<file path="src/dwc_pkg.sv">
`default_nettype none

package dwc_pkg;

    localparam int DWC_NUM_BUCKETS = 128;
    localparam int DWC_TOTAL_WIDTH = 32;

    localparam int WIN_W      = 21;
    localparam int RATIO_W    = 17;
    localparam int RATIO_FRAC = 16;
    localparam int FUNC_W     = 2;
    localparam int CFG_ADDR_W = 2;

    localparam int WIN_MAX   = 1048576;
    localparam int RATIO_ONE = 65536;

    localparam int S_TDATA_W = 8;
    localparam int S_TUSER_W = 2;
    localparam int M_TDATA_W = 24;
    localparam int M_TUSER_W = 2;

    localparam logic [FUNC_W-1:0] FUNC_ADD    = 2'd0;
    localparam logic [FUNC_W-1:0] FUNC_FINISH = 2'd1;
    localparam logic [FUNC_W-1:0] FUNC_CLEAR  = 2'd2;
    // unused code, reports the current state
    localparam logic [FUNC_W-1:0] FUNC_NONE   = 2'd3;

    localparam logic [CFG_ADDR_W-1:0] CFG_WINDOW_SIZE    = 2'd0;
    localparam logic [CFG_ADDR_W-1:0] CFG_DELETE_TRIGGER = 2'd1;
    localparam logic [CFG_ADDR_W-1:0] CFG_RATIO          = 2'd2;

    typedef struct packed {
        logic             need_compaction;
        logic [WIN_W-1:0] window_deletions;
        logic             finished;
    } dwc_result_t;

endpackage

`default_nettype wire

</file>
<file path="src/deletion_window_compaction_flag.sv">
// add, clear and unused-code words push their result into the output buffer when accepted
// throughput: one word per cycle if s_tready is high, by the prefetch read of the next bucket
// a finish word passes FIN_MUL (ratio multiply) and FIN_CMP (compare); s_tready is low in both
// reset: asynchronous, clears control state and the configuration registers to zero
// the bucket memory is not swept; entries not rewritten since the last clear are taken as zero
`default_nettype none

module deletion_window_compaction_flag #(
    parameter int NUM_BUCKETS = dwc_pkg::DWC_NUM_BUCKETS,
    parameter int TOTAL_WIDTH = dwc_pkg::DWC_TOTAL_WIDTH
) (
    input  wire logic                           clk,
    input  wire logic                           rst_n,
    input  wire logic                           s_tvalid,
    output logic                                s_tready,
    input  wire logic [dwc_pkg::S_TDATA_W-1:0]  s_tdata,   // [0] is_delete
    input  wire logic [dwc_pkg::S_TUSER_W-1:0]  s_tuser,   // [1:0] func
    output logic                                m_tvalid,
    input  wire logic                           m_tready,
    output logic      [dwc_pkg::M_TDATA_W-1:0]  m_tdata,   // [20:0] window_deletions
    output logic      [dwc_pkg::M_TUSER_W-1:0]  m_tuser,   // [0] need_compaction, [1] finished
    input  wire logic                           cfg_we,
    input  wire logic [dwc_pkg::CFG_ADDR_W-1:0] cfg_addr,
    input  wire logic [dwc_pkg::WIN_W-1:0]      cfg_data
);
    import dwc_pkg::*;

    localparam int CUR_W   = $clog2(NUM_BUCKETS);
    localparam int BSZ_MAX = (WIN_MAX + NUM_BUCKETS - 1) / NUM_BUCKETS;
    localparam int CNT_W   = $clog2(BSZ_MAX + 1);
    localparam int DIV_SH  = WIN_W + CUR_W;
    localparam longint DIV_M = ((longint'(1) << DIV_SH) + NUM_BUCKETS - 1) / NUM_BUCKETS;
    localparam int DIV_M_W = WIN_W + 2;
    localparam int PROD_W  = WIN_W + DIV_M_W;

    localparam logic [CUR_W-1:0] CUR_LAST = CUR_W'(NUM_BUCKETS - 1);

    localparam logic [1:0] FIN_IDLE = 2'd0;
    localparam logic [1:0] FIN_MUL  = 2'd1;
    localparam logic [1:0] FIN_CMP  = 2'd2;

    // configuration
    logic [CNT_W-1:0]   bsize_reg;
    logic [WIN_W-1:0]   trigger_reg;
    logic [RATIO_W-1:0] ratio_reg;
    logic [WIN_W-1:0]   win_clamped;
    logic [WIN_W-1:0]   win_plus;
    logic [PROD_W-1:0]  div_prod;
    logic [CNT_W-1:0]   bsize_cfg;

    // table state
    logic [CUR_W-1:0]       cursor_reg, cursor_next;
    logic                   wrapped_reg, wrapped_next;
    logic [CNT_W-1:0]       keys_reg, keys_next;
    logic [CNT_W-1:0]       cur_cnt_reg, cur_cnt_next;
    logic [WIN_W-1:0]       wt_reg, wt_next;
    logic [TOTAL_WIDTH-1:0] et_reg, et_next;
    logic [TOTAL_WIDTH-1:0] dt_reg, dt_next;
    logic                   flag_reg, flag_next;
    logic                   done_reg, done_next;
    logic [1:0]             fin_phase_reg, fin_phase_next;

    logic             s_acc;
    logic             del;
    logic             ren;
    logic             add_active;
    logic             cursor_last;
    logic [CUR_W-1:0] cursor_inc;
    logic             adv;
    logic [CNT_W-1:0] rd_data;
    logic [CNT_W-1:0] old_cnt;
    logic [CUR_W-1:0] rd_addr;
    logic             mem_we;
    logic [WIN_W-1:0] wt_base;
    logic [WIN_W-1:0] wt_inc;
    logic [CNT_W-1:0] cnt_base;
    logic [CNT_W-1:0] keys_base;
    logic             ratio_hit;
    logic             buf_full;
    logic             res_push;
    dwc_result_t      res_data;
    dwc_result_t      out_res;

    // bucket size = ceil(min(win, WIN_MAX)/NUM_BUCKETS), reciprocal multiply, exact below 2^21
    assign win_clamped = (cfg_data > WIN_W'(WIN_MAX)) ? WIN_W'(WIN_MAX) : cfg_data;
    assign win_plus    = win_clamped + WIN_W'(NUM_BUCKETS - 1);
    assign div_prod    = PROD_W'(win_plus) * PROD_W'(DIV_M);
    assign bsize_cfg   = div_prod[DIV_SH +: CNT_W];

    always_ff @(posedge clk or negedge rst_n)
    begin
        if (!rst_n)
        begin
            bsize_reg   <= '0;
            trigger_reg <= '0;
            ratio_reg   <= '0;
        end
        else if (cfg_we)
        begin
            unique case (cfg_addr)
                CFG_WINDOW_SIZE:    bsize_reg   <= bsize_cfg;
                CFG_DELETE_TRIGGER: trigger_reg <= cfg_data;
                CFG_RATIO:          ratio_reg   <= cfg_data[RATIO_W-1:0];
                default:            ;
            endcase
        end
    end

    assign s_tready = !buf_full && (fin_phase_reg == FIN_IDLE);
    assign s_acc    = s_tvalid && s_tready;
    assign del      = s_tdata[0];

    assign ren         = (ratio_reg != '0) && (ratio_reg <= RATIO_W'(RATIO_ONE));
    assign add_active  = !done_reg && !flag_reg && ((bsize_reg != '0) || ren);
    assign cursor_last = cursor_reg == CUR_LAST;
    assign cursor_inc  = cursor_last ? '0 : cursor_reg + 1'b1;
    assign adv         = keys_reg >= bsize_reg;
    // next bucket holds live data only once it has been left since the last clear
    assign old_cnt     = (wrapped_reg || cursor_last) ? rd_data : '0;
    assign wt_inc      = wt_base + 1'b1;

    always_comb
    begin
        cursor_next    = cursor_reg;
        wrapped_next   = wrapped_reg;
        keys_next      = keys_reg;
        cur_cnt_next   = cur_cnt_reg;
        wt_next        = wt_reg;
        et_next        = et_reg;
        dt_next        = dt_reg;
        flag_next      = flag_reg;
        done_next      = done_reg;
        fin_phase_next = fin_phase_reg;
        mem_we         = 1'b0;
        res_push       = 1'b0;
        wt_base        = wt_reg;
        cnt_base       = cur_cnt_reg;
        keys_base      = keys_reg;
        if (adv)
        begin
            wt_base   = (wt_reg >= WIN_W'(old_cnt)) ? wt_reg - WIN_W'(old_cnt) : '0;
            cnt_base  = '0;
            keys_base = '0;
        end

        unique case (fin_phase_reg)
            FIN_IDLE:
            begin
                if (s_acc)
                begin
                    res_push = s_tuser != FUNC_FINISH;
                    unique case (s_tuser)
                        FUNC_ADD:
                        begin
                            if (add_active)
                            begin
                                if (ren)
                                begin
                                    if (et_reg != '1)
                                    begin
                                        et_next = et_reg + 1'b1;
                                    end
                                    if (del && (dt_reg != '1))
                                    begin
                                        dt_next = dt_reg + 1'b1;
                                    end
                                end
                                if (bsize_reg != '0)
                                begin
                                    if (adv)
                                    begin
                                        // retire the filled bucket, drop the oldest one
                                        mem_we       = 1'b1;
                                        cursor_next  = cursor_inc;
                                        wrapped_next = wrapped_reg | cursor_last;
                                    end
                                    keys_next = keys_base + 1'b1;
                                    if (del)
                                    begin
                                        wt_next      = wt_inc;
                                        cur_cnt_next = cnt_base + 1'b1;
                                        if (wt_inc >= trigger_reg)
                                        begin
                                            flag_next = 1'b1;
                                        end
                                    end
                                    else
                                    begin
                                        wt_next      = wt_base;
                                        cur_cnt_next = cnt_base;
                                    end
                                end
                            end
                        end
                        FUNC_FINISH:
                        begin
                            fin_phase_next = FIN_MUL;
                        end
                        FUNC_CLEAR:
                        begin
                            cursor_next  = '0;
                            wrapped_next = 1'b0;
                            keys_next    = '0;
                            cur_cnt_next = '0;
                            wt_next      = '0;
                            et_next      = '0;
                            dt_next      = '0;
                            flag_next    = 1'b0;
                            done_next    = 1'b0;
                        end
                        default:
                        begin
                        end
                    endcase
                end
            end
            FIN_MUL:
            begin
                fin_phase_next = FIN_CMP;
            end
            FIN_CMP:
            begin
                if (!flag_reg && ren && (et_reg != '0))
                begin
                    flag_next = ratio_hit;
                end
                done_next      = 1'b1;
                res_push       = 1'b1;
                fin_phase_next = FIN_IDLE;
            end
            default:
            begin
                fin_phase_next = FIN_IDLE;
            end
        endcase

        res_data.need_compaction  = flag_next;
        res_data.window_deletions = wt_next;
        res_data.finished         = done_next;
    end

    // prefetch the bucket after the (next) cursor: it is the one dropped on advance
    assign rd_addr = (cursor_next == CUR_LAST) ? '0 : cursor_next + 1'b1;

    always_ff @(posedge clk or negedge rst_n)
    begin
        if (!rst_n)
        begin
            cursor_reg    <= '0;
            wrapped_reg   <= 1'b0;
            keys_reg      <= '0;
            cur_cnt_reg   <= '0;
            wt_reg        <= '0;
            et_reg        <= '0;
            dt_reg        <= '0;
            flag_reg      <= 1'b0;
            done_reg      <= 1'b0;
            fin_phase_reg <= FIN_IDLE;
        end
        else
        begin
            cursor_reg    <= cursor_next;
            wrapped_reg   <= wrapped_next;
            keys_reg      <= keys_next;
            cur_cnt_reg   <= cur_cnt_next;
            wt_reg        <= wt_next;
            et_reg        <= et_next;
            dt_reg        <= dt_next;
            flag_reg      <= flag_next;
            done_reg      <= done_next;
            fin_phase_reg <= fin_phase_next;
        end
    end

    dwc_bucket_mem #(
        .DEPTH  (NUM_BUCKETS),
        .WIDTH  (CNT_W),
        .ADDR_W (CUR_W)
    ) u_bucket_mem (
        .clk   (clk),
        .we    (mem_we),
        .waddr (cursor_reg),
        .wdata (cur_cnt_reg),
        .raddr (rd_addr),
        .rdata (rd_data)
    );

    dwc_ratio_chk #(
        .TOTAL_WIDTH (TOTAL_WIDTH)
    ) u_ratio_chk (
        .clk          (clk),
        .ratio        (ratio_reg),
        .entry_total  (et_reg),
        .delete_total (dt_reg),
        .hit          (ratio_hit)
    );

    dwc_out_buf u_out_buf (
        .clk       (clk),
        .rst_n     (rst_n),
        .push      (res_push),
        .push_data (res_data),
        .full      (buf_full),
        .m_valid   (m_tvalid),
        .m_ready   (m_tready),
        .m_data    (out_res)
    );

    assign m_tdata = M_TDATA_W'(out_res.window_deletions);
    assign m_tuser = {out_res.finished, out_res.need_compaction};

    a_finish_result: assert property (@(posedge clk) disable iff (!rst_n)
        (s_acc && (s_tuser == FUNC_FINISH)) |-> ##2 (res_push && res_data.finished))
        else $error("finish word did not produce its result after the ratio check");

    a_flag_freezes_window: assert property (@(posedge clk) disable iff (!rst_n)
        (flag_reg && !(s_acc && (s_tuser == FUNC_CLEAR))) |=> $stable(wt_reg))
        else $error("window total moved while the compaction flag was set");

    a_no_push_when_full: assert property (@(posedge clk) disable iff (!rst_n)
        res_push |-> !buf_full)
        else $error("result pushed into a full output buffer");

endmodule

`default_nettype wire

</file>
<file path="src/dwc_bucket_mem.sv">
`default_nettype none

module dwc_bucket_mem #(
    parameter int DEPTH  = 128,
    parameter int WIDTH  = 14,
    parameter int ADDR_W = 7
) (
    input  wire logic              clk,
    input  wire logic              we,
    input  wire logic [ADDR_W-1:0] waddr,
    input  wire logic [WIDTH-1:0]  wdata,
    input  wire logic [ADDR_W-1:0] raddr,
    output logic      [WIDTH-1:0]  rdata
);

    logic [WIDTH-1:0] mem [DEPTH];
    logic [WIDTH-1:0] rdata_reg;

    always_ff @(posedge clk)
    begin
        if (we)
        begin
            mem[waddr] <= wdata;
        end
    end

    // write-first forwarding when both ports hit the same bucket
    always_ff @(posedge clk)
    begin
        if (we && (waddr == raddr))
        begin
            rdata_reg <= wdata;
        end
        else
        begin
            rdata_reg <= mem[raddr];
        end
    end

    assign rdata = rdata_reg;

endmodule

`default_nettype wire

</file>
<file path="src/dwc_ratio_chk.sv">
`default_nettype none

module dwc_ratio_chk #(
    parameter int TOTAL_WIDTH = 32
) (
    input  wire logic                        clk,
    input  wire logic [dwc_pkg::RATIO_W-1:0] ratio,
    input  wire logic [TOTAL_WIDTH-1:0]      entry_total,
    input  wire logic [TOTAL_WIDTH-1:0]      delete_total,
    output logic                             hit
);
    import dwc_pkg::*;

    localparam int CMP_W = TOTAL_WIDTH + RATIO_W;

    logic [CMP_W-1:0] prod_reg;
    logic [CMP_W-1:0] del_scaled;

    // product is registered: it is ready in the cycle after the totals settle
    always_ff @(posedge clk)
    begin
        prod_reg <= CMP_W'(ratio) * CMP_W'(entry_total);
    end

    assign del_scaled = CMP_W'({delete_total, RATIO_FRAC'(0)});
    assign hit        = del_scaled >= prod_reg;

endmodule

`default_nettype wire

</file>
<file path="src/dwc_out_buf.sv">
`default_nettype none

module dwc_out_buf (
    input  wire logic                 clk,
    input  wire logic                 rst_n,
    input  wire logic                 push,
    input  wire dwc_pkg::dwc_result_t push_data,
    output logic                      full,
    output logic                      m_valid,
    input  wire logic                 m_ready,
    output dwc_pkg::dwc_result_t      m_data
);
    import dwc_pkg::*;

    logic        out_valid_reg, out_valid_next;
    logic        skid_valid_reg, skid_valid_next;
    dwc_result_t out_data_reg, out_data_next;
    dwc_result_t skid_data_reg, skid_data_next;
    logic        pop;

    assign pop = out_valid_reg && m_ready;

    always_comb
    begin
        out_valid_next  = out_valid_reg;
        out_data_next   = out_data_reg;
        skid_valid_next = skid_valid_reg;
        skid_data_next  = skid_data_reg;
        if (pop || !out_valid_reg)
        begin
            if (skid_valid_reg)
            begin
                out_valid_next  = 1'b1;
                out_data_next   = skid_data_reg;
                skid_valid_next = push;
                skid_data_next  = push_data;
            end
            else
            begin
                out_valid_next = push;
                out_data_next  = push_data;
            end
        end
        else if (push)
        begin
            skid_valid_next = 1'b1;
            skid_data_next  = push_data;
        end
    end

    always_ff @(posedge clk or negedge rst_n)
    begin
        if (!rst_n)
        begin
            out_valid_reg  <= 1'b0;
            skid_valid_reg <= 1'b0;
        end
        else
        begin
            out_valid_reg  <= out_valid_next;
            skid_valid_reg <= skid_valid_next;
        end
    end

    always_ff @(posedge clk)
    begin
        out_data_reg  <= out_data_next;
        skid_data_reg <= skid_data_next;
    end

    assign full    = skid_valid_reg;
    assign m_valid = out_valid_reg;
    assign m_data  = out_data_reg;

endmodule

`default_nettype wire
</file>
<file path="config.mk">
export PLATFORM = sky130hd
export DESIGN_NAME = deletion_window_compaction_flag
export DESIGN_NICKNAME = d
export VERILOG_FILES = /design/src/dwc_pkg.sv /design/src/deletion_window_compaction_flag.sv /design/src/dwc_bucket_mem.sv /design/src/dwc_ratio_chk.sv /design/src/dwc_out_buf.sv
export SDC_FILE = /design/constraint.sdc
export NUM_CORES = 2
export LEC_CHECK = 0
export ABC_CLOCK_PERIOD_IN_PS = 15100
export BUFFER_PORTS_ARGS = -buffer_cell sky130_fd_sc_hd__buf_2
export CORE_ASPECT_RATIO = 0.8
export CORE_MARGIN = 3
export CORE_UTILIZATION = 53
export CTS_CLUSTER_DIAMETER = 200
export DETAILED_ROUTE_END_ITERATION = 7
export GPL_TIMING_DRIVEN = 0
export HOLD_SLACK_MARGIN = 0.15
export PLACE_DENSITY = 0.78
export SYNTH_ARGS = -nofsm -noshare
export SYNTH_HDL_FRONTEND = slang
export SYNTH_HIERARCHICAL = 1
export SYNTH_SLANG_ARGS = --single-unit
</file>
<file path="constraint.sdc">
create_clock -name clk -period 15.1 [get_ports clk]
set_clock_uncertainty 0.2 [all_clocks]
set_input_delay 4.53 -clock clk [delete_from_list [all_inputs] [get_ports clk]]
set_output_delay 4.53 -clock clk [all_outputs]
set_load 0.1 [all_outputs]
</file>
==> impl_metrics.toml <==
[status]
status = "complete, but fails checks"
violations = "capacitance limit, slew limit"

[sta]
min_period_over_period_pct = 74.7
layout_setup_ws_ns = 3.83
finalHoldViolations = 0
fin_crit_ns = 11.27
maxSlewHeadroom_pct = -8.10
setup_violations = 0
tns_ns = 0
slew_viol_final = 33
worst_pin_slew_ns = 1.62
rsz0062_at_grt = "false"
max_freq_mhz = 88.7

[detailed_routing]
dr_wl_met2_mm = 134
highest_layer = "met5"
wl_mm = 294
drc_errors = 0
dr.first_iter.drc_count = 8969
avgRoutedWirePerCell_um = 31.4
vias_per_cell = 6.54
wl_met1_mm = 104
ant_nets = 0
vias = 61200
met3_length_mm = 41.2
dr.pass1.iters = 6

[place]
place_ws_ns = 4.34
port_buffers = 54
place_hpwl_mm = 191
gp_congestion = 0.986

[cts]
clk_path_buf_depth = 3
cts_setup_buffers = 0
holdBufCountCts = 0
cts_sinks = 2073
htreeDepth = 4
cts_root_buf = "clkbuf_16"
clk_pin_slew_ns = 0.06
cts_resized = 0
clk_latency_ns = 0.83
cts_buffers = 193
cts_tree = "yes"

[synth]
synthCells = 6338
synth_seq_cells = 2073
synth.avg_cell_area_um2 = 16.0
synth_top_area_share_pct = 54.3
synth.area.top_cells = "edfxtp_1, mux4_2, fa_1"
yosysWarnings = 6
ys_seq_area_share_pct = 59.8
synth-edff-count = 1838
synthArstFlopShare_pct = 8.63
synthDistinctLibCells = 110
synth-main-ff-cell = "edfxtp_1"
synth_top_area_cell = "edfxtp_1"
syn_area_mm2 = 0.102

[grt]
antenna_found_initial = 21
grt_pass1_wl_mm = 430
grtUsageTotal_pct = 30.2
overflow = 0
grt_start_max_net_pins = 122
grt_pass1_vias = 61200

[worst_setup_path]
required_ns = 15.48
start_kind = "register"
cp_data_arrival_time_ns = 11.65
end_kind = "register"
r2r_cells = 32
slowest_stage = "clkbuf_1"
path_class = "reg2reg"
cp_max_fo = 10
cpPeakStageDelay_ns = 1.12

[finish]
multi_input_area_mm2 = 0.0373
layout-drive-gt1-share_pct = 18.5
fin_nets = 7340
ff_latch_area_mm2 = 0.0608
fin_util_pct = 59.1
syn_to_final_growth_pct = 10.7
largest_reg_flops = 1792
num-fill-cells = 13500

[die]
die_w_um = 495
die_area_mm2 = 0.197
chipHeight_um = 398
core-area_mm2 = 0.190
start_util_pct = 53.4
placementRows = 143
io_pins = 66

[pwr]
power.leakage_nw = 41.3
p_per_area_mw_per_mm2 = 118
ir_worst_vdd_mv = 0.131

[min_path]
holdPathStages = 2
hold_path.class = "reg2reg"

[flow_run]
maxCapViolCount = 3
## per-stage QoR
step / total power (W) / std cells / cell area [um^2] / hold WS [ns]
3_3_place_gp: 0.00845 / 8931 / 105000 / 0.271
3_5_place_dp: 0.00849 / 8974 / 106000 / 0.275
4_1_cts: 0.0133 / 9330 / 112000 / 0.288
2_1_floorplan: 0.00785 / 6340 / 102000 / 0.249
5_1_grt: 0.0137 / 9339 / 112000 / 0.321
6_report: 0.0133 / 9349 / 112000 / 0.291
## Yosys cell counts, types with 27 or more instances
cell and n:
buf_2 34, and2_1 234, nand4_1 59, o21ai_0 110, dfxtp_1 56, a21o_1 46
nand3_1 84, clkbuf_1 203, fa_1 450, dfrtp_1 179, nand2_1 544, edfxtp_1 1838
nor2_1 254, inv_1 630, nor3_1 48, xor2_1 73, mux4_2 588, a21oi_1 99
and3_1 27, mux2_2 53, ha_1 213, xnor2_1 83
## cells by family (layout without fill, tap and decap cells)
family                   count (synthesis)  after routing  synth area share, %
flip-flops                            2073           2073                 59.8
AND/OR/NAND/NOR                       1398           1398                 6.65
buffers and inverters                  927           1387                 3.67
multiplexers                           665            665                 13.9
adder cells (fa/ha/maj)                664            664                 11.5
AO/OA/AOI/OAI                          454            454                 3.04
XOR/XNOR                               156            156                 1.34
other                                    1             15              0.00369
## worst max-delay path: cells and delay by family (launching register included)
kind | cells | cell delay [ns]
buf+inv | 3 | 2.52
xor+xnor | 1 | 0.29
simple gates | 9 | 1.68
mux | 5 | 2.38
flops | 1 | 0.31
fa+ha+maj | 3 | 0.87
compound gates | 11 | 2.74
## final timing paths
check                      slack (ns)                              to                      start
max                              3.83  u_out_buf/m_data[22]$_DFFE_PP_                   register
min                              0.29       bsize_reg[10]$_DFFE_PN0P_  bsize_reg[10]$_DFFE_PN0P_
max reg2reg                      3.83  u_out_buf/m_data[22]$_DFFE_PP_                   register
min reg2reg                      0.29       bsize_reg[10]$_DFFE_PN0P_  bsize_reg[10]$_DFFE_PN0P_
max in group asynchronous       10.21      cur_cnt_reg[0]$_DFFE_PN0P_                      rst_n
min in group asynchronous        3.46           dt_reg[4]$_DFFE_PN0P_                      rst_n
## routing by layer
layer / vias to the layer above / global-route usage (%)
li1: 24100 / -
met3: 873 / 9.61
met4: 16 / 13.1
met2: 4878 / 45.1
met5: - / 0
met1: 31300 / 41.1
## cells in the final DEF (no fill, tap or decap), types with 27 or more instances in the layout
master,synthesis,final
edfxtp_1,1838,1838
inv_1,630,630
mux4_2,588,588
nand2_1,544,544
fa_1,450,450
clkbuf_1,203,251
and2_1,234,234
ha_1,213,213
clkbuf_16,0,195
nor2_1,254,176
dfrtp_1,179,165
o21ai_0,110,109
a21oi_1,99,99
buf_2,34,87
nand3_1,84,84
xnor2_1,83,83
nor2_2,1,79
xor2_1,73,73
nand4_1,59,59
dfxtp_1,56,56
mux2_2,53,53
a21o_1,46,46
nor3_1,48,39
clkinv_2,0,34
buf_4,19,29
and3_1,27,27
## report_power, final
part / internal, W / switching, W / total (W)
Combinational: 0.000576 / 0.00119 / 0.00177
Clock: 0.00270 / 0.00217 / 0.00487
Sequential: 0.00645 / 0.000221 / 0.00667
Total: 0.00972 / 0.00358 / 0.0133
## cell type report
type                            count  share of cell area, %
Tap cell                         2537                   2.82
Inverter                          630                   2.10
Multi-Input combinational cell   3340                   33.2
Clock buffer                      259                   4.64
Antenna cell                       12                 0.0267
Buffer                            297                   1.22
Timing Repair Buffer              104                  0.971
Clock inverter                     97                  0.909
Sequential cell                  2073                   54.1
Power figures use the tool's default switching activity.
